<file path="config.mk">
export PLATFORM = sky130hd
export DESIGN_NAME = tblb_fifo
export DESIGN_NICKNAME = d
export VERILOG_FILES = /design/src/rtl/tblb_fifo.sv
export SDC_FILE = /design/constraint.sdc
export NUM_CORES = 1
export LEC_CHECK = 0
export BUFFER_PORTS_ARGS = -buffer_cell sky130_fd_sc_hd__buf_2
export CAP_MARGIN = 20
export CORE_UTILIZATION = 48
export DETAILED_ROUTE_END_ITERATION = 10
export HOLD_SLACK_MARGIN = 0.05
export PLACE_DENSITY = 0.85
export SLEW_MARGIN = 0
export SYNTH_ARGS = -nofsm -noshare
export SYNTH_HDL_FRONTEND = slang
export SYNTH_SLANG_ARGS = --single-unit
</file>
<file path="constraint.sdc">
create_clock -name clk -period 1.3 [get_ports clk]
set_input_delay 0.325 -clock clk [delete_from_list [all_inputs] [get_ports clk]]
set_output_delay 0.325 -clock clk [all_outputs]
set_load 0.005 [all_outputs]
</file>
<file path="src/rtl/tblb_fifo.sv">
// Small register FIFO used for the command queue and the result queue.
module tblb_fifo #(
	parameter int WIDTH = 8,
	parameter int DEPTH = 2,
	localparam int PW = (DEPTH > 1) ? $clog2(DEPTH) : 1,
	localparam int CW = $clog2(DEPTH + 1)
) (
	input logic clk,
	input logic arst_n,
	input logic push,
	input logic [WIDTH-1:0] push_data,
	input logic pop,
	output logic [WIDTH-1:0] pop_data,
	output logic [CW-1:0] count,
	output logic full,
	output logic empty
);

	logic [WIDTH-1:0] mem_q [DEPTH];
	logic [PW-1:0] wr_q;
	logic [PW-1:0] rd_q;
	logic [CW-1:0] count_q;

	function automatic logic [PW-1:0] ptr_next(input logic [PW-1:0] p);
		return (p == PW'(DEPTH - 1)) ? '0 : p + 1'b1;
	endfunction

	always_ff @(posedge clk or negedge arst_n) begin
		if (!arst_n) begin
			wr_q <= '0;
			rd_q <= '0;
			count_q <= '0;
		end else begin
			if (push) begin
				wr_q <= ptr_next(wr_q);
			end
			if (pop) begin
				rd_q <= ptr_next(rd_q);
			end
			count_q <= count_q + CW'(push) - CW'(pop);
		end
	end

	always_ff @(posedge clk) begin
		if (push) begin
			mem_q[wr_q] <= push_data;
		end
	end

	assign pop_data = mem_q[rd_q];
	assign count = count_q;
	assign full = (count_q == CW'(DEPTH));
	assign empty = (count_q == '0);

endmodule

</file>
======== Word level (Yosys, flattened, before mapping) ========
Memory sizes are Yosys's and may differ from the RTL's.
Index checks and enable logic that the tools add are counted.
word-level totals
  memories ................................ 1
  logic and storage cells ................. 14
  flip-flop bits (word level) ............. 4
  RAM bits ................................ 16
  output and inout bits ................... 12
  input bits .............................. 12
operators by class
  add/sub/neg operators ................... 4
  reductions and logical operators ........ 1
  eq/ne operators ......................... 1
  mux-type cells .......................... 4
memory list
  memory  words  width  read ports  clocked after Yosys merged registers in  wr ports  RTL line  text
  mem_q   2      8      1           0                                        1         19        logic [WIDTH-1:0] mem_q [DEPTH];
operators by type and width
  cell                                   number
  2-to-1 mux 1 bit                       4
  adder 1 bit (second input constant)    2
  adder 2 x 1 -> 2 bit                   1
  == test 2 bit (second input constant)  1
  zero test 2 bit                        1
  subtractor 2 x 1 -> 2 bit              1

======== Logic depth before layout (Yosys ltp) ========
Gate-level depths: netlist of the first run.
  depth in word-level cells ............... 2
  gate-level depth with buffers ........... 5
  mapped depth without buffers ............ 5

======== Worst setup path after synthesis of the first run ========
Ideal clock, no wire load.
  path kind ............................... register -> register
  from .................................... reg count_q[0] (netlist: count[0])
  to ...................................... reg count_q[1] (netlist: count[1])
  path slack .............................. 0.113 ns
  buffers on the path ..................... 0
  cell stages (with the launch flop) ...... 6
  arrival time ............................ 1.051 ns
  clock period less this slack ............ 1.187 ns
  path through ............................ dfrtp_1 -> inv_1 -> ha_1 -> inv_1 -> ha_1 -> xor3_1
between the ends
  word-level cells in the longest chain between the ends .. 2
RTL lines
  item                       RTL line  text
  start, declared            22        logic [CW-1:0] count_q;
  start signal, assigned     40        count_q <= count_q + CW'(push) - CW'(pop);
  adder 2 x 1 -> 2 bit       40
  subtractor 2 x 1 -> 2 bit  40
No other way between the ends.
A chain may end at the register's enable or synchronous reset.

======== Worst setup path in the final report of the first run ========
  from .................................... reg rd_q
  to ...................................... out pop_data[4]
between the ends
  word-level cells in the longest chain between the ends .. 1
RTL lines
  item                    RTL line  text
  start, declared         21        logic [PW-1:0] rd_q;
  start signal, assigned  38        rd_q <= ptr_next(rd_q);
  memory (2 x 8 bit)      n/a
  end, declared           13        output logic [WIDTH-1:0] pop_data,
No other way between the ends.

==> flow_summary.toml, run 1 <==
[clock_network]
tritoncts.num_buffers = 3
insertion_delay_ns = 0.29
h-tree-depth = 1
ctsLongestPathBuffers = 2
cts_tree = "done"
clockRootBuffer = "clkbuf_4"
cts_sinks = 20
clkTransAtPathRegs_ns = 0.11

[pwr]
switchingPower_uw = 582.2
internal_power_mw = 1.600
share_seq_of_total_power = 0.440
power.clock.fraction = 0.132
power_frac_comb = 0.429
pwr_density_cell_nw_per_um2 = 2035
vdd.ir_drop.worst_mv = 1.333
p_leak_nw = 0.4721
switching_share = 0.2668

[setup_path]
worst_setup_path_end_kind = "output pin"
crit_arrival_ns = 1.28
regToRegSetupSlack_ns = 0.05
startpoint_type = "flip-flop"
cp_data_required_time_ns = 0.98
timing.setup.critical_path_class = "reg2out"
critical_path.max_fanout = 4

[die]
initial_core_util = 0.5244
fp.dieH_um = 43.04
design.portCount = 24
num_rows = 14
die_area_um2 = 1852
dieWidth_um = 43.04
core_area_um2 = 1541

[grt]
grt_util_met1 = 0.1681
number_of_antenna_violations_at_the_first_check_in_global_routing = 0
grt_util_all_layers = 0.1401
grt_first_pass_wirelength_um = 1856
grt.met3_usage = 0.02553
largest_net_degree_at_the_start_of_global_routing = 12
grt_remaining_overflow = 0
global_route.peak_usage_layer = "met2"
first_global_vias = 399
gr-usage-met2 = 0.2485

[timing]
setup_violations = 8
final_hold_viol_count = 0
fmaxAchievable_mhz = 623.0
max-slew-margin-rel = 0.7464
timing.final.max_slew_violations = 0
final.setup.worst_slack_ns = -0.3051
post-route-min-period_ns = 1.605
grt_setup_unrepaired = "true"
min_period_over_period = 1.235
fin_skew_ns = 0.004574
tightestPinTransition_ns = 0.3804
setup_total_negative_slack_ns = -2.416

[route]
number_of_nets_still_failing_antenna_checks_after_routing = 0
route.vias.total = 430
postRouteWirelength_um = 1123
detail_route.iter0.violations = 2
drt-vias-per-instance = 4.886
dr.pass1.iters = 2
detail_route.drc_violations = 0
avgRoutedWirePerCell_um = 12.76

[logic_synthesis]
yosysTopAreaCell = "edfxtp_1"
synth-edff-count = 16
syn_nets = 54
synth_warnings = 0
post_synth_instance_area_um2 = 808.3
synth.most_common_cell = "edfxtp_1"
synth_top_cells_by_area = "edfxtp_1 59%, mux2_4 15%, dfrtp_1 12%"
netlist-cell-type-count = 11
synth.cells.most_frequent = "16 x edfxtp_1, 8 x mux2_4, 4 x dfrtp_1"
synth.ff_latch_count = 20
synth_ff_type = "edfxtp_1"
synth_largest_type_area_fraction = 0.5944
sequential_area_share_after_synthesis = 0.7183
post_synth.cell_area_avg_um2 = 20.21
post_synth_inst_count = 40
synthArstFlopShare = 0.2000

[status]
run_status = "finished, violations left"
violations = "setup timing"

[layout]
n_antenna_cell = 0
post_layout_nonfiller_instances = 88
final_layout_size_suffix_gt1_frac = 0.5833
areaGrowthSynthToFinish_pct = 32.66
finish.instance_area_um2 = 1072
fin_nets = 87
filler_cell_count = 105

[placed_design]
dp.final_hpwl_um = 875.5
placedCellCount = 82
dpl_worst_slack_ns = 0.01165
port_buffers = 23
placed_area_um2 = 962.2
gp_congestion = 0.6742

[hold_path]
worst_hold_path_type = "in2reg"

[run]
cap_violations = 0
==> logic make-up after synthesis <==
group | Yosys count | synth area share
AND/OR/NAND/NOR | 4 | 0.02786
flip-flops | 20 | 0.7183
multiplexers | 8 | 0.1486
XOR/XNOR | 3 | 0.05108
buffers and inverters | 3 | 0.02322
adder cells (fa/ha/maj) | 2 | 0.03095
==> state kept, by name (all words and copies together), names as in the netlist <==
register and count:
mem_q 16, wr_q 1, count 2, rd_q 1
==> area by class of cell <==
type	instances	area, um^2	area share
inverter	2	7.507	0.007001
sequential	20	580.6	0.5414
timing repair buffer	29	214.0	0.1995
clock inverter	1	3.754	0.003501
tap	16	20.02	0.01867
multi-input combinational	17	224.0	0.2089
clock buffer	3	22.52	0.02100
==> per-stage QoR <==
| step | utilization | total power [mW] | hold slack, ns |
|---|---|---|---|
| after floorplan | - | 1.435 | 0.02941 |
| after global placement | 0.6242 | 1.699 | 0.1339 |
| after detailed placement | 0.6242 | 1.729 | 0.1380 |
| after CTS | 0.6737 | 2.127 | 0.2072 |
| after global routing | 0.6956 | 2.313 | 0.1988 |
| final | 0.6956 | 2.182 | 0.2104 |
==> worst max-delay path, cell delays in order, from the launching register on <==
cell and delay [ns]:
dfrtp_1 0.43, buf_6 0.15, mux2_4 0.29, buf_6 0.11
==> power by group through the flow <==
stage	logic, mW	registers [mW]	clock network (mW)
5_1_grt	1.02	0.973	0.322
3_3_place_gp	0.742	0.957	0
4_1_cts	0.877	0.959	0.291
3_5_place_dp	0.757	0.972	0
2_1_floorplan	0.484	0.951	0
6_report	0.935	0.959	0.288
==> cell usage in the layout, fill, tap and decap left out, drive strengths merged, types with 2 or more instances in the layout <==
| master | n |
|---|---|
| buf | 28 |
| clkbuf | 3 |
| dfrtp | 4 |
| edfxtp | 16 |
| ha | 2 |
| inv | 2 |
| mux2 | 8 |
| nor2b | 2 |
| xor2 | 2 |
==> worst paths after layout <==
path / from / endpoint / cells past startpoint
setup / recovery: rd_q$_DFFE_PN0P_ / pop_data[4] / 3
hold / removal: push_data[7] / mem_q[0][7]$_DFFE_PP_ / 1
setup reg to reg: count[0]$_DFF_PN0_ / count[1]$_DFF_PN0_ / 5
hold reg to reg: wr_q$_DFFE_PN0P_ / wr_q$_DFFE_PN0P_ / 1
max in group asynchronous: arst_n / rd_q$_DFFE_PN0P_ / 2
min in group asynchronous: arst_n / count[1]$_DFF_PN0_ / 2
==> layer usage <==
metal	up-vias	wire [um]
met5	-	0
met1	201	436
li1	210	-
met2	17	619
met4	0	20
met3	2	46
==> repair_timing <==
item	4_1_cts	5_1_grt
setup endpoints to repair	9	11
pin swaps	0	1
resized for setup	6	6
buffers inserted	1	0
hold buffers	1	0
endpoints found under the hold margin	4	0
Power figures use the tool's default switching activity.
==> run 2, diff against run 1 <==
Settings changed: PLACE_DENSITY 0.85 to 0.83, REMOVE_ABC_BUFFERS set to 1.
==> run 2 against run 1 <==
Net effect: the flow still finishes with violations (setup timing); routed wire length fell by 0.89%; combinational power rose by 4.0%; worst hold slack improved by 0.0036 ns; global-route usage rose by 0.18 points; register-to-register slack improved by 0.03 ns; die area did not move; first-iteration DRC count did not move; design area rose by 0.70%; highest routed layer unchanged; clock power fell by 2%; maximum frequency rose by 0.79%; clock skew fell by 0.0024 ns; sequential share of layout area fell by 0.26 points.
==> flow_summary.toml, run 2 (synthesis results as in run 1) <==
[route]
dr.pass1.iters = 3
detail_route.iter0.violations = 2
postRouteWirelength_um = 1113
drt-vias-per-instance = 4.767
number_of_nets_still_failing_antenna_checks_after_routing = 0
avgRoutedWirePerCell_um = 12.37
detail_route.drc_violations = 0
route.vias.total = 429

[timing]
whs_ns = 0.2140
max-slew-margin-rel = 0.7411
setup_violations = 8
fmaxAchievable_mhz = 628.0
final_hold_viol_count = 0
fin_skew_ns = 0.002187
final.setup.worst_slack_ns = -0.2925
post-route-min-period_ns = 1.592
setup_total_negative_slack_ns = -2.293
timing.final.max_slew_violations = 0
tightestPinTransition_ns = 0.3883
grt_setup_unrepaired = "true"
min_period_over_period = 1.225

[clock_network]
clockRootBuffer = "clkbuf_4"
h-tree-depth = 1
tritoncts.num_buffers = 3
clkTransAtPathRegs_ns = 0.10
insertion_delay_ns = 0.29
cts_tree = "done"
ctsLongestPathBuffers = 2
cts_sinks = 20

[pwr]
switchingPower_uw = 574.9
vdd.ir_drop.worst_mv = 1.232
switching_share = 0.2601
power.clock.fraction = 0.128
power_frac_comb = 0.440
p_leak_nw = 0.4858
share_seq_of_total_power = 0.433
pwr_density_cell_nw_per_um2 = 2047
internal_power_mw = 1.635

[hold_path]
hold_depth = 1
worst_hold_path_type = "in2reg"
worst_hold_path.endpoint = "mem_q[1][5]$_DFFE_PP_"
holdCritStartpoint = "push_data[5]"

[die]
core_area_um2 = 1541
dieWidth_um = 43.04
fp.dieH_um = 43.04
design.portCount = 24
initial_core_util = 0.5244
die_area_um2 = 1852
num_rows = 14

[layout]
mostFrequentLayoutCell = "edfxtp_1"
n_antenna_cell = 0
final_layout_size_suffix_gt1_frac = 0.5676
layout_common_cells = "16 x edfxtp_1, 15 x buf_2, 10 x buf_6, 8 x mux2_4, 5 x buf_4"
fin_nets = 89
areaGrowthSynthToFinish_pct = 33.59
largest_register_ffs = 16
final_core_utilization = 0.7005
finish.instance_area_um2 = 1080
largest-register = "mem_q"

[setup_path]
timing.reg2reg.worst_path_depth = 5
crit_arrival_ns = 1.27
regToRegSetupSlack_ns = 0.08
startpoint_type = "flip-flop"
timing.setup.critical_path_class = "reg2out"
cp_data_required_time_ns = 0.98
ff_to_ff_start = "count[0]$_DFF_PN0_"
worst_setup_path_end_kind = "output pin"
worstReg2RegEnd = "count[1]$_DFF_PN0_"
critical_path.max_fanout = 5

[grt]
grt_first_pass_wirelength_um = 1835
largest_net_degree_at_the_start_of_global_routing = 12
first_global_vias = 449
number_of_antenna_violations_at_the_first_check_in_global_routing = 0
grt_util_all_layers = 0.1420
grt_remaining_overflow = 0

[placed_design]
port_buffers = 23
dp.final_hpwl_um = 782
dpl_worst_slack_ns = -0.1168
placed_area_um2 = 954.7
gp_congestion = 0.6194

[status]
violations = "setup timing"
run_status = "finished, violations left"

[run]
cap_violations = 0
==> run 2: changes by cell type in the layout (fill, tap and decap cells not counted) <==
| cell | before | now |
|---|---|---|
| inv_1 | 1 | 2 |
| ha_2 | 1 | 0 |
| ha_4 | 1 | 0 |
| buf_4 | 3 | 5 |
| dfrtp_1 | 4 | 3 |
| inv_2 | 1 | 0 |
| buf_2 | 16 | 15 |
| buf_6 | 9 | 10 |
| ha_1 | 0 | 2 |
| dfrtp_2 | 0 | 1 |
==> run 2: critical path, stage by stage, from the launching register on <==
cell     delay (ns)
dfrtp_2        0.43
buf_6          0.14
mux2_4         0.29
buf_6          0.12
==> run 2: power groups by stage <==
stage	Combinational (mW)	Clock [mW]	Sequential (mW)
after detailed placement	0.657	0	1.03
final	0.972	0.282	0.956
after global placement	0.643	0	1.02
after global routing	1.05	0.322	0.971
after CTS	0.881	0.297	0.955
after floorplan	0.396	0	1.00
==> run 2: repair_timing <==
action	in CTS	in global routing
setup buffers	4	0
hold buffers	1	0
resized for setup	6	6
setup endpoints to repair	9	9
hold endpoints to repair	4	0
==> run 2: layout make-up <==
type	instances	area, um^2
Clock buffer	3	22.52
Inverter	2	7.507
Fill cell	107	461.7
Timing Repair Buffer	31	235.2
Clock inverter	1	3.754
Tap cell	16	20.02
Sequential cell	20	581.8
Multi-Input combinational cell	17	209.0
==> run 2: metal layers <==
| metal | wire length (um) | global-route usage | vias to the layer above |
|---|---|---|---|
| li1 | - | - | 215 |
| met5 | 0 | 0 | - |
| met2 | 608 | 0.2576 | 18 |
| met3 | 39 | 0.02553 | 2 |
| met1 | 453 | 0.1561 | 194 |
| met4 | 11 | 0.07273 | 0 |
==> run 2: worst max path at each step <==
stage / start / to / slack [ns] / cells after the start
2_1_floorplan: rd_q$_DFFE_PN0P_ / pop_data[0] / 0.06 / 1
3_3_place_gp: rd_q$_DFFE_PN0P_ / pop_data[0] / -0.1 / 2
3_5_place_dp: rd_q$_DFFE_PN0P_ / pop_data[7] / -0.12 / 2
4_1_cts: rd_q$_DFFE_PN0P_ / pop_data[5] / -0.31 / 3
5_1_grt: rd_q$_DFFE_PN0P_ / pop_data[7] / -0.34 / 3
6_report: rd_q$_DFFE_PN0P_ / pop_data[5] / -0.29 / 3
==> run 2: through the flow <==
step	cells	total power, mW
after floorplan	39	1.400
after global placement	81	1.658
after global routing	90	2.344
final	90	2.210
after detailed placement	81	1.684
after CTS	90	2.134
==> run 3, diff against run 2 <==
Settings changed: CORE_MARGIN set to 8.
==> run 3 against run 2 <==
Net effect: the flow still finishes with violations (setup timing); first-iteration DRC count grew 100%; sequential share of layout area shrank 0.62 points; combinational power shrank 2.2%; core utilization shrank 3.9 points; global-route usage shrank 5.6 points; die area grew 76%.
==> flow_summary.toml, run 3 (synthesis results as in run 1) <==
[setup_path]
critical_path.max_fanout = 5
worst_setup_path_end_kind = "output pin"
crit_path_cell_trace = "buf_6 > mux2_4 > buf_6"
path_common_cell = "buf_6"
startpoint_type = "flip-flop"
crit_arrival_ns = 1.26
cp_data_required_time_ns = 0.98
crit_buf_inv = 2
timing.setup.critical_path_class = "reg2out"
critical_path.max_stage_delay_ns = 0.43
worst_path_dominant_cell_family = "flip-flops"
timing.critical_path.slowest_stage_cell = "dfrtp_2"

[clock_network]
cts_tree = "done"
clkTransAtPathRegs_ns = 0.12
ctsLongestPathBuffers = 2
tritoncts.num_buffers = 3
insertion_delay_ns = 0.29
clockRootBuffer = "clkbuf_4"
h-tree-depth = 1
cts_sinks = 20

[die]
core_area_um2 = 1652
dieWidth_um = 57.04
num_rows = 15
initial_core_util = 0.4894
fp.dieH_um = 57.04
die_area_um2 = 3253
design.portCount = 24

[grt]
first_global_vias = 515
grt_remaining_overflow = 0
number_of_antenna_violations_at_the_first_check_in_global_routing = 0
grt_util_all_layers = 0.08630
largest_net_degree_at_the_start_of_global_routing = 13
grt_first_pass_wirelength_um = 2208

[status]
violations = "setup timing"
run_status = "finished, violations left"

[layout]
largest-register = "mem_q"
layout_common_cells = "16 x edfxtp_1, 15 x buf_2, 10 x buf_6, 8 x mux2_4"
fin_nets = 87
areaGrowthSynthToFinish_pct = 35.14
final_layout_size_suffix_gt1_frac = 0.5694
largest_register_ffs = 16
mostFrequentLayoutCell = "edfxtp_1"
n_antenna_cell = 0
post_layout_nonfiller_instances = 89

[timing]
grt_setup_unrepaired = "true"
max-slew-margin-rel = 0.7371
fin_skew_ns = 0.01087
whs_ns = 0.2115
final_hold_viol_count = 0
final.setup.worst_slack_ns = -0.2877
tightestPinTransition_ns = 0.3944
setup_violations = 8
post-route-min-period_ns = 1.588
fmaxAchievable_mhz = 629.8
min_period_over_period = 1.221
timing.final.max_slew_violations = 0

[placed_design]
gp_congestion = 0.5782
dp.final_hpwl_um = 976.1
port_buffers = 23
placedCellCount = 80

[run]
cap_violations = 0

[pwr]
p_total_mw = 2.397
p_leak_nw = 0.4885
pwr_density_cell_nw_per_um2 = 2194
vdd.ir_drop.worst_mv = 1.207

[route]
detail_route.iter0.violations = 4
number_of_nets_still_failing_antenna_checks_after_routing = 0
drt-vias-per-instance = 4.798
detail_route.drc_violations = 0
dr.pass1.iters = 4
route.vias.total = 427
postRouteWirelength_um = 1344
avgRoutedWirePerCell_um = 15.10

[hold_path]
worst_hold_path_type = "in2reg"
run 3: changes by cell type in the layout (fill, tap and decap cells not counted), sizes merged:
| cell | before | now |
|---|---|---|
| clkinv | 1 | 0 |
| bufinv | 0 | 1 |
| buf | 30 | 28 |
run 3: through the flow:
step	util	cell area [um^2]	TNS [ns]	setup slack, ns
final	0.6614	1092	-2.250	-0.2877
after floorplan	-	797.0	0	0.06101
after detailed placement	0.5697	940.9	-1.141	-0.1490
after global placement	0.5697	940.9	-0.9591	-0.1268
after global routing	0.6614	1092	-2.663	-0.3373
after CTS	0.6568	1085	-2.281	-0.2914
run 3: where the power goes:
| group | switching (mW) | internal [mW] | total, mW |
|---|---|---|---|
| clock network | 0.179 | 0.311 | 0.490 |
| logic | 0.330 | 0.621 | 0.951 |
| registers | 0.0804 | 0.875 | 0.955 |
| total | 0.590 | 1.81 | 2.40 |
run 3: final timing paths:
check	slack [ns]	to	depth (start not counted)	startpoint
worst max-delay path	-0.29	pop_data[0]	3	rd_q$_DFFE_PN0P_
worst min-delay path	0.21	mem_q[0][4]$_DFFE_PP_	1	push_data[4]
worst max register to register	0.07	count[1]$_DFF_PN0_	5	count[0]$_DFF_PN0_
worst min register to register	0.50	wr_q$_DFFE_PN0P_	1	wr_q$_DFFE_PN0P_
max in group asynchronous	0.81	rd_q$_DFFE_PN0P_	2	arst_n
min in group asynchronous	0.35	wr_q$_DFFE_PN0P_	2	arst_n
run 3: layout make-up:
cell class                      instances  area [um^2]
Timing Repair Buffer                   29        220.2
Tap cell                               17        21.27
Inverter                                2        7.507
Clock inverter                          1        30.03
Sequential cell                        20        581.8
Multi-Input combinational cell         17        209.0
Fill cell                             128        559.3
Clock buffer                            3        22.52
run 3: worst reg2reg max path: stages, from the launching register on:
cell and delay [ns]:
dfrtp_1 0.40, inv_1 0.06, ha_1 0.27, inv_1 0.06, ha_1 0.14, xor3_1 0.21
run 3: metal layers:
metal,up-vias,GRT usage,wire (um)
met2,16,0.1457,673
li1,208,-,-
met4,0,0.04027,10
met5,-,0,0
met1,201,0.08931,559
met3,2,0.03769,100
run 3: what timing repair did:
item,4_1_cts,5_1_grt
buffers inserted,3,1
endpoints found under the hold margin,4,0
pin swaps,0,1
gates resized for setup,13,0
endpoints found under the setup margin,9,11
hold buffers,1,0
