## config.mk

```make
export PLATFORM = sky130hd
export DESIGN_NAME = tblb_front_flat
export DESIGN_NICKNAME = d
export VERILOG_FILES = /design/src/rtl/tblb_pkg.sv /design/src/rtl/tblb_in_if.sv /design/src/rtl/tblb_front.sv /design/src/flat_wrapper.sv
export SDC_FILE = /design/constraint.sdc
export NUM_CORES = 1
export LEC_CHECK = 0
export BUFFER_PORTS_ARGS = -buffer_cell sky130_fd_sc_hd__buf_2
export CORE_UTILIZATION = 25
export DETAILED_ROUTE_END_ITERATION = 8
export PLACE_DENSITY = 0.73
export SETUP_SLACK_MARGIN = 0.1
export SLEW_MARGIN = 30
export SYNTH_ARGS = -nofsm -noshare
export SYNTH_HDL_FRONTEND = slang
export SYNTH_SLANG_ARGS = --single-unit
export TNS_END_PERCENT = 50
```

## constraint.sdc

```tcl
create_clock -name clk -period 1.7 [get_ports clk]
set_clock_uncertainty 0.2 [all_clocks]
set_input_delay 0.34 -clock clk [delete_from_list [all_inputs] [get_ports clk]]
set_output_delay 0.34 -clock clk [all_outputs]
set_load 0.01 [all_outputs]
```

## src/rtl/tblb_pkg.sv

```systemverilog
// Shared constants, codes and types of the terminal byte line buffer.
package tblb_pkg;

	localparam int HISTORY_LINES = 100;
	localparam int LINE_WIDTH = 160;
	localparam int SLOTS = HISTORY_LINES + 1;
	localparam int SLOT_W = $clog2(SLOTS);
	localparam int STORE_DEPTH = SLOTS * LINE_WIDTH;
	localparam int STORE_AW = $clog2(STORE_DEPTH);

	localparam int BYTE_W = 8;
	localparam int ROW_W = 7;
	localparam int LEN_W = 8;
	localparam int ACT_W = 3;

	localparam int CMD_DEPTH = 2;
	localparam int OUT_DEPTH = 4;
	localparam int OUT_CW = $clog2(OUT_DEPTH + 1);

	localparam logic OP_FEED = 1'b0;
	localparam logic OP_READ = 1'b1;

	localparam logic [BYTE_W-1:0] CHAR_BS = 8'h08;
	localparam logic [BYTE_W-1:0] CHAR_LF = 8'h0A;
	localparam logic [BYTE_W-1:0] CHAR_CR = 8'h0D;
	localparam logic [BYTE_W-1:0] CHAR_ESC = 8'h1B;
	localparam logic [BYTE_W-1:0] CHAR_LBRACKET = 8'h5B;
	localparam logic [BYTE_W-1:0] CHAR_J = 8'h4A;
	localparam logic [BYTE_W-1:0] PRINT_LO = 8'h20;
	localparam logic [BYTE_W-1:0] PRINT_HI = 8'h7E;
	localparam logic [BYTE_W-1:0] CSI_FINAL_LO = 8'h40;
	localparam logic [BYTE_W-1:0] CSI_FINAL_HI = 8'h7E;

	typedef enum logic [ACT_W-1:0] {
		ACT_IGNORED = 3'd0,
		ACT_APPENDED = 3'd1,
		ACT_COMMITTED = 3'd2,
		ACT_WRAPPED = 3'd3,
		ACT_CLEARED = 3'd4,
		ACT_BACKSPACE = 3'd5,
		ACT_READ_OK = 3'd6,
		ACT_READ_INVALID = 3'd7
	} act_t;

	typedef enum logic [1:0] {
		ESC_NORMAL = 2'd0,
		ESC_AFTER = 2'd1,
		ESC_CSI = 2'd2
	} esc_mode_t;

	typedef enum logic [2:0] {
		CMD_NOP = 3'd0,
		CMD_APPEND = 3'd1,
		CMD_COMMIT = 3'd2,
		CMD_BACKSPACE = 3'd3,
		CMD_CLEAR = 3'd4,
		CMD_READ = 3'd5
	} cmd_kind_t;

	typedef struct packed {
		cmd_kind_t kind;
		logic [BYTE_W-1:0] data;
		logic [ROW_W-1:0] row;
		logic [LEN_W-1:0] column;
	} cmd_t;

	typedef struct packed {
		act_t action;
		logic [BYTE_W-1:0] char_out;
		logic [ROW_W-1:0] line_total;
		logic [LEN_W-1:0] live_length;
		logic [LEN_W-1:0] row_length;
	} result_t;

endpackage

```

## src/rtl/tblb_in_if.sv

```systemverilog
// Input channel: one feed or read request per transaction.
interface tblb_in_if;
	logic valid;
	logic ready;
	logic op;
	logic [tblb_pkg::BYTE_W-1:0] byte_value;
	logic [tblb_pkg::ROW_W-1:0] row;
	logic [tblb_pkg::LEN_W-1:0] column;

	modport source (output valid, output op, output byte_value, output row, output column,
		input ready);
	modport sink (input valid, input op, input byte_value, input row, input column,
		output ready);
endinterface

```

## src/rtl/tblb_front.sv

```systemverilog
// Front end: accepts requests, tracks escape sequences and classifies each byte.
module tblb_front (
	input logic clk,
	input logic arst_n,
	tblb_in_if.sink item,
	input logic q_full,
	output logic q_push,
	output tblb_pkg::cmd_t q_cmd
);

	tblb_pkg::esc_mode_t esc_q;
	tblb_pkg::esc_mode_t esc_d;
	tblb_pkg::cmd_kind_t kind;
	logic accept;

	assign item.ready = !q_full;
	assign accept = item.valid && !q_full;

	always_comb begin
		esc_d = esc_q;
		if (item.op == tblb_pkg::OP_FEED) begin
			case (esc_q)
				tblb_pkg::ESC_NORMAL: begin
					if (item.byte_value == tblb_pkg::CHAR_ESC) begin
						esc_d = tblb_pkg::ESC_AFTER;
					end
				end
				tblb_pkg::ESC_AFTER: begin
					esc_d = (item.byte_value == tblb_pkg::CHAR_LBRACKET) ?
						tblb_pkg::ESC_CSI : tblb_pkg::ESC_NORMAL;
				end
				tblb_pkg::ESC_CSI: begin
					if (item.byte_value inside
						{[tblb_pkg::CSI_FINAL_LO:tblb_pkg::CSI_FINAL_HI]}) begin
						esc_d = tblb_pkg::ESC_NORMAL;
					end
				end
				default: begin
					esc_d = tblb_pkg::ESC_NORMAL;
				end
			endcase
		end
	end

	always_comb begin
		kind = tblb_pkg::CMD_NOP;
		if (item.op == tblb_pkg::OP_READ) begin
			kind = tblb_pkg::CMD_READ;
		end else begin
			case (esc_q)
				tblb_pkg::ESC_NORMAL: begin
					if (item.byte_value == tblb_pkg::CHAR_LF) begin
						kind = tblb_pkg::CMD_COMMIT;
					end else if (item.byte_value == tblb_pkg::CHAR_BS) begin
						kind = tblb_pkg::CMD_BACKSPACE;
					end else if (item.byte_value inside
						{[tblb_pkg::PRINT_LO:tblb_pkg::PRINT_HI]}) begin
						kind = tblb_pkg::CMD_APPEND;
					end
				end
				tblb_pkg::ESC_CSI: begin
					if (item.byte_value == tblb_pkg::CHAR_J) begin
						kind = tblb_pkg::CMD_CLEAR;
					end
				end
				default: begin
					kind = tblb_pkg::CMD_NOP;
				end
			endcase
		end
	end

	always_ff @(posedge clk or negedge arst_n) begin
		if (!arst_n) begin
			esc_q <= tblb_pkg::ESC_NORMAL;
		end else if (accept) begin
			esc_q <= esc_d;
		end
	end

	assign q_push = accept;
	assign q_cmd = '{kind: kind, data: item.byte_value, row: item.row, column: item.column};

endmodule

```

## src/flat_wrapper.sv

```systemverilog
// flat-port wrapper written by rule: the top's interface ports become plain ports
module tblb_front_flat 
  (clk, arst_n, q_full, q_push, q_cmd, item_valid, item_op, item_byte_value, item_row, item_column, item_ready);
  tblb_in_if item_i ();
  input logic clk;
  input logic arst_n;
  input logic q_full;
  output logic q_push;
  output tblb_pkg::cmd_t q_cmd;
  input wire logic [$bits(item_i.valid)-1:0] item_valid;
  input wire logic [$bits(item_i.op)-1:0] item_op;
  input wire logic [$bits(item_i.byte_value)-1:0] item_byte_value;
  input wire logic [$bits(item_i.row)-1:0] item_row;
  input wire logic [$bits(item_i.column)-1:0] item_column;
  output wire logic [$bits(item_i.ready)-1:0] item_ready;
  assign item_i.valid = item_valid;
  assign item_i.op = item_op;
  assign item_i.byte_value = item_byte_value;
  assign item_i.row = item_row;
  assign item_i.column = item_column;
  assign item_ready = item_i.ready;
  tblb_front u_core (.clk(clk), .arst_n(arst_n), .item(item_i), .q_full(q_full), .q_push(q_push), .q_cmd(q_cmd));
endmodule
```

# After elaboration in Yosys (flattened, before gate mapping)
# Index checks and enable logic that the tools add are counted.
# word_totals
register_bits,2
input_bits,28
out_inout_bits,28
elab_cells,30
# classes
n_lt_le_gt_ge,3
eq_ne,9
mux,10
bitwise_logic,1
n_reduce_logical,6
# ops
cell,count
$eq 8x4->1 const B,2
$eq 8x7->1 const B,2
$mux 3,4
$eq 8x5->1 const B,1
$ge 8x6->1 const B,1
$ge 8x7->1 const B,1
$le 8x7->1 const B,1
$mux 2,3
$pmux 2 s3,1
$pmux 3 s2,1
$ne 2x1->1 const B,2
$reduce_and 4->1,1
$logic_and 1x1->1,3
$eq 2x1->1 const B,1
$eq 2x2->1 const B,1
$logic_not 2->1,1
$logic_not 1->1,1
$mux 1,1
$not 1->1,1

# Logic depth before layout (Yosys ltp)
# Gate-level depths: netlist of run 1.
# logic_depth
word_depth,7
ltp_mapped,4
mapped_depth_nobuf,4

# Worst setup path before layout of run 1
# Ideal clock, no wire load.
# synth_path
path_type,register to output
from,reg u_core.esc_q[1]
to,out q_cmd[23] in the netlist's numbering
t_arrival_ns,1.073
t_required_ns,1.160
path_slack_ns,0.087
stages_incl_launch_ff,4
path_buffers,0
path_cell_list,dfrtp_1 > nor4_2 > nand3_1 > o211ai_1
# synth_rtl
element,line,rtl
"start, declared",tblb_front.sv:11,tblb_pkg::esc_mode_t esc_q;
"start signal, assigned",tblb_front.sv:75,esc_q <= tblb_pkg::ESC_NORMAL;
"start signal, assigned",tblb_front.sv:77,esc_q <= esc_d;
"end, declared",flat_wrapper.sv:9,output tblb_pkg::cmd_t q_cmd;

==> metrics.csv, run 1 <==
metric;value;unit
grt_setup_unrepaired;yes;
final_util;30.6;%
port_buffers;25;
insertion_delay;220;ps
clkTransAtPathRegs;30;ps
slowest_delay;390;ps
grt.busiest_layer;met2;
worstHoldPathType;primary input to asynchronous set/reset pin;
pin_count;56;
dr_total_vias;352;
design_area;462;um^2
grt_use_met3;2.16;%
p_int;0.165;mW
met1_usage;9.95;%
synth_fp_nets;81;
placed_cells;77;
ys_types;18;
fin_cells;81;
largest_reg_flops;2;
start_util;26.8;%
p_clk_share;45.3;%
placed_cell_area;422;um^2
largestRegisters;u_core.esc_q (2);
worstPathRequired;1160;ps
worstSetupPathType;flip-flop to output pin;
drt-total-wl;808;um
syn2layout_area_growth;14.2;%
crit_chain;nor4_2 > nand3_1 > o211ai_1 > buf_2;
p_sw_share;28.0;%
die_h;42.2;um
path_max_fanout;3;
seq_area_frac_synth;12.4;%
seqPwrFrac;21.2;%
top_register;u_core.esc_q;
setup-tns-final;-306;ps
coreArea;1510;um^2
die_x;42.2;um
postSynthAreaPerCell;7.63;um^2
net-switching-power;0.0640;mW
fmax;524;MHz
cts_tree;yes;
gr-usage-all-layers;9.92;%
final_layout_size_suffix_gt1_share;61.5;%
antenna_found_initial;0;
critPathLaunchType;flip-flop;
ff2ff_setup_slack;200;ps
netlist_area;404;um^2
critPathCaptureType;output pin;
ys_ff_latch;2;
firstDrtPassIters;3;
cts_root_buf;clkbuf_4;
post-route-min-period;1910;ps
place_congestion;0.730;
detail-route-antenna-nets;0;
grt_pass1_vias;361;
endpoint;q_cmd[23];
wl_per_cell;9.98;um
cts_buffers;3;
post_cts_buffers;0;
r2r-start;u_core.esc_q[0];
die-area;1780;um^2
hpwl;694;um
violations;negative setup slack;
setup_viol;3;
reg2reg_depth;4;
met2_usage;16.9;%
cts_sinks;2;
status;finished, violations left;
cts_buffer_depth;2;
grt_pass1_wl;1350;um
yosysWarnings;0;
nNetsFinal;95;
setup_slack;-207;ps
cpMaxStageDelayCell;dfrtp_1;
r2r_end;u_core.esc_q[0];
tightest_slew;301;ps
irDropWorstVdd;0.188;mV
p_comb_share;33.5;%
cp_data_arrival_time;1370;ps
htreeDepth;1;
setup.worst_path.start;u_core.esc_q[0];
fin_crit_sh;112;%
holdWs;233;ps
synthCells;53;
slew_violations;0;
drc;0;
slew_headroom;79.7;%
pre_cts_ws;-92.3;ps
final_hold_viol_count;0;
grt_overflow;0;
drt-vias-per-instance;4.35;
placementRows;14;
first_iter_violations;2;
p_leak;0.226;nW
p_per_area;495;nW/um^2
design_power_total;0.228;mW
grt_max_degree;6;
n_antenna_cell;0;
cap_viol_max_count;0;
## routing by layer
metal / routed length, um / vias up
li1: - / 184
met1: 302 / 148
met2: 402 / 20
met3: 104 / 0
met4: 0 / 0
met5: 0 / -
## power groups by stage
stage	logic, mW	clock network, mW	registers (mW)
after CTS	0.0769	0.113	0.0485
final	0.0765	0.103	0.0485
after floorplan	0.0758	0	0.0490
after global placement	0.0727	0	0.0490
after global routing	0.0850	0.114	0.0485
after detailed placement	0.0744	0	0.0490
## cells by family after synthesis
logic type / count (synthesis) / share of synthesized area (%)
AND/OR/NAND/NOR: 19 / 31.0
AO/OA/AOI/OAI: 6 / 11.1
flip-flops: 2 / 12.4
buffers and inverters: 26 / 45.5
## worst max-delay path: cells and delay by family, from the launching register on
kind / cells / cell delay [ps]
AOI/OAI and AO/OA: 1 / 170
DFF: 1 / 390
buffers and inverters: 1 / 160
and+or+nand+nor: 2 / 440
## final cells by class
cell class              count  area [um^2]
inverters                   3         11.3
fillers                   174         1040
flip-flops and latches      2         50.0
clock buffers               3         22.5
multi-input cells          25          178
well taps                  16         20.0
repair buffers             32          180
## cell usage after synthesis
| library cell | count | area [um^2] |
|---|---|---|
| o21ai_1 | 1 | 5.00 |
| o31ai_1 | 1 | 7.51 |
| nand2_1 | 3 | 11.3 |
| nor3b_4 | 1 | 18.8 |
| o41ai_1 | 1 | 8.76 |
| inv_1 | 3 | 11.3 |
| nand4_1 | 1 | 6.26 |
| o211ai_1 | 2 | 15.0 |
| nand3_1 | 5 | 25.0 |
| buf_4 | 23 | 173 |
| nor3b_2 | 1 | 12.5 |
| nor2_1 | 3 | 11.3 |
| nor2b_1 | 2 | 12.5 |
| nor4_2 | 1 | 12.5 |
| or3b_1 | 1 | 8.76 |
| o21ai_2 | 1 | 8.76 |
| nor4_1 | 1 | 6.26 |
| dfrtp_1 | 2 | 50.1 |
## what timing repair did
| action | in CTS | in global routing |
|---|---|---|
| hold buffers | 1 | 0 |
| hold endpoints to repair | 2 | 0 |
| pin swaps | 3 | 1 |
| setup endpoints to repair | 3 | 3 |
| gates resized for setup | 1 | 1 |
## placed cells by master (no fill, tap or decap)
cell | Yosys | layout
dfrtp_1 | 2 | 2
nor3b_2 | 1 | 1
nor4_2 | 1 | 1
buf_2 | 0 | 25
o31ai_2 | 0 | 1
nor3b_4 | 1 | 1
nand4_1 | 1 | 1
nor2b_2 | 0 | 1
nand2_1 | 3 | 3
inv_1 | 3 | 3
o21ai_2 | 1 | 1
nand3_1 | 5 | 5
nor2b_1 | 2 | 1
dlygate4sd3_1 | 0 | 1
nor2_1 | 3 | 3
clkbuf_4 | 0 | 3
o41ai_1 | 1 | 1
or3b_1 | 1 | 1
o211ai_1 | 2 | 2
o21ai_1 | 1 | 1
buf_4 | 23 | 6
nor4_1 | 1 | 1
## worst min path at each step
stage          startpoint         endpoint  slack, ps  cells past startpoint
6_report           arst_n  u_core.esc_q[1]        230                      2
5_1_grt            arst_n  u_core.esc_q[1]        240                      2
3_5_place_dp       arst_n  u_core.esc_q[0]        -70                      1
2_1_floorplan      arst_n  u_core.esc_q[0]       -160                      0
4_1_cts            arst_n  u_core.esc_q[1]        230                      2
3_3_place_gp       arst_n  u_core.esc_q[0]        -80                      1
Note: power is estimated with default switching activity, not from simulation.
==> inputs of run 2 (changes only) <==
Clock period 1.7 ns to 2.1 ns, I/O delays scaled along.
==> metrics.csv, run 2 (synthesis results as in run 1) <==
metric;value;unit;change
status;completed;;
die-area;1780;um^2;unchanged
ff2ff_setup_slack;630;ps;+430 ps
nNetsFinal;90;;-5.3%
worstHoldPathType;primary input to asynchronous set/reset pin;;
grt_setup_unrepaired;yes;;
firstDrtPassIters;2;;-1
insertion_delay;220;ps;about the same
setup_viol;0;;-3
holdWs;314;ps;+81.2 ps
setup_slack;151;ps;+359 ps
seqPwrFrac;21.8;%;+0.6 points
worstPathRequired;1480;ps;+320 ps
p_leak;0.202;nW;-11%
tightest_slew;289;ps;-11.8 ps
slowest_delay;430;ps;+40 ps
reg2reg_depth;4;;unchanged
cp_data_arrival_time;1330;ps;-40 ps
slew_headroom;80.5;%;+0.80 points
antenna_found_initial;0;;unchanged
cts_sinks;2;;unchanged
final_cell_mix;buf_2 (25), nand3_1 (4);;
critPathBufInv;1;;unchanged
r2r-start;u_core.esc_q[0];;
largestRegisters;u_core.esc_q (2);;
pre_cts_ws;204;ps;+296 ps
top_register;u_core.esc_q;;
placementRows;14;;unchanged
critPathLaunchType;flip-flop;;
cap_viol_max_count;0;;unchanged
n_antenna_cell;0;;unchanged
setup-tns-final;0;ps;+306 ps
critPathCaptureType;output pin;;
p_comb_share;31.6;%;-1.9 points
grt_pass1_wl;1240;um;-8.1%
worstSetupPathType;flip-flop to output pin;;
grt_pass1_vias;323;;-11%
final_hold_viol_count;0;;unchanged
r2r_end;u_core.esc_q[0];;
cpMaxStageDelayCell;dfrtp_1;;
drt-vias-per-instance;4.43;;+2.0%
cts_root_buf;clkbuf_4;;
irDropWorstVdd;0.218;mV;+16%
start_util;26.8;%;unchanged
hpwl;634;um;-8.5%
port_buffers;25;;unchanged
slew_violations;0;;unchanged
cts_buffers;3;;unchanged
first_iter_violations;7;;+5
drc;0;;unchanged
final_common_cell;buf_2;;
fmax;513;MHz;
cts_tree;yes;;
drt-total-wl;740;um;-8.4%
fillers;171;;-1.7%
detail-route-antenna-nets;0;;unchanged
die_x;42.2;um;unchanged
fin_crit_sh;92.8;%;
syn2layout_area_growth;6.50;%;
net-switching-power;0.0514;mW;-20%
final_layout_size_suffix_gt1_share;56.7;%;-4.9 points
cts_buffer_depth;2;;unchanged
p_int;0.129;mW;-22%
die_h;42.2;um;unchanged
crit_chain;nor4_1 > o21ai_1 > o211ai_1 > buf_2;;
grt_max_degree;6;;unchanged
largest_reg_flops;2;;unchanged
p_per_area;419;nW/um^2;-15%
path_max_fanout;5;;+2
seq_area;50.0;um^2;unchanged
grt_overflow;0;;unchanged
dr_total_vias;337;;-4.3%
place_congestion;0.787;;+7.8%
path_delay_family;flip-flops;;
post-route-min-period;1950;ps;
gr-usage-all-layers;9.04;%;-0.88 points
p_sw_share;28.6;%;+0.56 points
pin_count;56;;unchanged
coreArea;1510;um^2;unchanged
wl_per_cell;9.74;um;-2.4%
htreeDepth;1;;unchanged
p_clk_share;46.6;%;+1.3 points
multiInputGateArea;184;um^2;+3.5%
clkTransAtPathRegs;30;ps;about the same
==> run 2: worst max-delay path by stage <==
stage | from | to | slack, ps | cells after the start
after floorplan | u_core.esc_q[1] | q_cmd[23] | 410 | 3
after global placement | item_byte_value[2] | q_cmd[25] | 210 | 5
after detailed placement | item_byte_value[6] | q_cmd[23] | 200 | 5
after CTS | u_core.esc_q[0] | q_cmd[23] | 80 | 4
after global routing | u_core.esc_q[0] | q_cmd[23] | 70 | 4
final | u_core.esc_q[1] | q_cmd[23] | 150 | 4
==> run 2: layout make-up <==
| class | instances | area share, % |
|---|---|---|
| Sequential cell | 2 | 11.6 |
| Tap cell | 16 | 4.65 |
| Inverter | 3 | 2.62 |
| Timing Repair Buffer | 27 | 33.1 |
| Clock buffer | 3 | 5.23 |
| Multi-Input combinational cell | 25 | 42.7 |
==> run 2: power by group through the flow <==
| stage | logic (mW) | registers [mW] | clock network [mW] |
|---|---|---|---|
| floorplan | 0.0611 | 0.0397 | 0 |
| global placement | 0.0521 | 0.0397 | 0 |
| detailed placement | 0.0533 | 0.0397 | 0 |
| CTS | 0.0553 | 0.0393 | 0.0893 |
| global route | 0.0624 | 0.0394 | 0.0891 |
| finish | 0.0569 | 0.0394 | 0.0839 |
==> run 2: routing by layer <==
metal | vias up | wire [um] | part of all wire [%] | track usage (%)
li1 | 173 | - | - | -
met1 | 151 | 281 | 38 | 8.40
met2 | 13 | 384 | 52 | 15.4
met3 | 0 | 74 | 10 | 5.17
met4 | 0 | 0 | 0 | 5.00
met5 | - | 0 | 0 | 0
==> run 2: worst reg2reg max path, stage by stage (launching register included) <==
cell	delay, ps
dfrtp_1	410
nor4_4	250
nand2_1	80
or3b_1	390
o21ai_2	70
==> run 2: through the flow <==
stage	cell area [um^2]	utilization (%)	instances	power (mW)
after floorplan	404	-	53	0.101
after global routing	430	28.6	76	0.191
final	430	28.6	76	0.180
after detailed placement	377	25.0	71	0.0931
after CTS	417	27.7	76	0.184
after global placement	377	25.0	71	0.0919
==> run 2: timing repair <==
action,in CTS,in global routing
resized for setup,0,2
buffers inserted,1,0
pin swaps,1,2
hold buffers,1,0
hold endpoints to repair,2,0
setup endpoints to repair,1,2
==> inputs of run 3 (changes only) <==
Settings changed: CORE_UTILIZATION 25 to 29, PLACE_DENSITY 0.73 to 0.82.
==> metrics.csv, run 3 (synthesis results as in run 1) <==
metric;value;unit;change
status;completed;;
cts_tree;yes;;
antenna_found_initial;0;;unchanged
first_iter_violations;3;;-4
worstSetupPathType;flip-flop to output pin;;
fmax;502;MHz;-2.1%
cp_data_arrival_time;1370;ps;+40 ps
largest_reg_flops;2;;unchanged
dr_total_vias;354;;+5.0%
cap_viol_max_count;0;;unchanged
drt-vias-per-instance;4.72;;+6.4%
coreArea;1300;um^2;-14%
die_x;39.3;um;-6.8%
wl_per_cell;11.1;um;+14%
syn2layout_area_growth;6.81;%;
r2r_end;u_core.esc_q[0];;
htreeDepth;1;;unchanged
pre_cts_ws;176;ps;-27.7 ps
drt-total-wl;833;um;+13%
final_hold_viol_count;0;;unchanged
cts_root_buf;clkbuf_4;;
firstDrtPassIters;2;;unchanged
post-route-min-period;1990;ps;+41.5 ps
tightest_slew;332;ps;+43.6 ps
grt_overflow;0;;unchanged
gr-usage-all-layers;11.0;%;+2.0 points
place_congestion;0.662;;-16%
die_h;39.3;um;-6.8%
die-area;1550;um^2;-13%
top_register;u_core.esc_q;;
p_per_area;420;nW/um^2;+0.37%
grt_pass1_vias;300;;-7.1%
grt_setup_unrepaired;yes;;
hpwl;699;um;+10%
ff2ff_setup_slack;610;ps;-20 ps
path_max_fanout;4;;-1
fin_crit_sh;94.8;%;+2.0 points
reg2reg_depth;4;;unchanged
p_leak;0.201;nW;-0.23%
slew_headroom;77.6;%;-2.9 points
setup_viol;0;;unchanged
cts_buffer_depth;2;;unchanged
setup-tns-final;0;ps;unchanged
detail-route-antenna-nets;0;;unchanged
grt_max_degree;6;;unchanged
largestRegisters;u_core.esc_q (2);;
holdWs;309;ps;-4.98 ps
drc;0;;unchanged
design_power_total;0.181;mW;+0.66%
n_antenna_cell;0;;unchanged
grt_pass1_wl;1120;um;-9.5%
setup_slack;110;ps;-41.5 ps
critPathLaunchType;flip-flop;;
final_cell_mix;buf_2 (25), nand3_1 (5);;
irDropWorstVdd;0.224;mV;+2.8%
nNetsFinal;90;;unchanged
final_util;33.2;%;+4.6 points
port_buffers;25;;unchanged
final_layout_size_suffix_gt1_share;58.3;%;+1.7 points
worstPathRequired;1480;ps;about the same
cts_sinks;2;;unchanged
clkTransAtPathRegs;30;ps;about the same
cts_buffers;3;;unchanged
r2r-start;u_core.esc_q[0];;
insertion_delay;220;ps;about the same
slew_violations;0;;unchanged
critPathCaptureType;output pin;;
final_common_cell;buf_2;;
start_util;31.1;%;+4.2 points
pin_count;56;;unchanged
worstHoldPathType;primary input to asynchronous set/reset pin;;
placementRows;13;;-1
-- run 3: worst max path at each step --
stage                             startpoint        end  slack (ps)  depth (start not counted)
final                        u_core.esc_q[0]  q_cmd[23]         110                          4
after global routing         u_core.esc_q[0]  q_cmd[23]           6                          4
after CTS                    u_core.esc_q[0]  q_cmd[23]          10                          4
after detailed placement  item_byte_value[6]  q_cmd[23]         180                          5
after global placement    item_byte_value[2]  q_cmd[25]         220                          5
after floorplan              u_core.esc_q[1]  q_cmd[23]         410                          3
-- run 3: critical path: stages (launching register included) --
cell and delay, ps:
dfrtp_2 430, nor4_4 250, nand3_1 130, o211ai_1 180, buf_2 160
-- run 3: area by class of cell --
class	instances	area [um^2]
tap	15	18.8
inverter	3	11.3
multi-input combinational	25	185
sequential	2	51.3
timing repair buffer	27	143
clock buffer	3	22.5
fill	152	870
-- run 3: where the power goes --
| part | internal, mW | switching [mW] | total, mW |
|---|---|---|---|
| Combinational | 0.0270 | 0.0302 | 0.0572 |
| Clock | 0.0630 | 0.0217 | 0.0847 |
| Sequential | 0.0391 | 0.000396 | 0.0395 |
-- run 3: through the flow --
step / instance area (um^2) / std cells
floorplan: 404 / 53
global placement: 375 / 70
detailed placement: 375 / 70
CTS: 408 / 74
global route: 432 / 75
finish: 432 / 75
-- run 3: routing by layer --
metal	global-route usage, %	vias up	routed length, um
met3	2.84	4	84
met1	8.25	153	269
met5	0	-	0
li1	-	174	-
met2	22.1	23	471
met4	9.48	0	8
-- run 3: timing repair --
action,in CTS,in global routing
hold buffers,1,0
endpoints found under the setup margin,2,2
gates resized for setup,0,3
pin swaps,1,2
hold endpoints to repair,2,0
buffers inserted,0,1
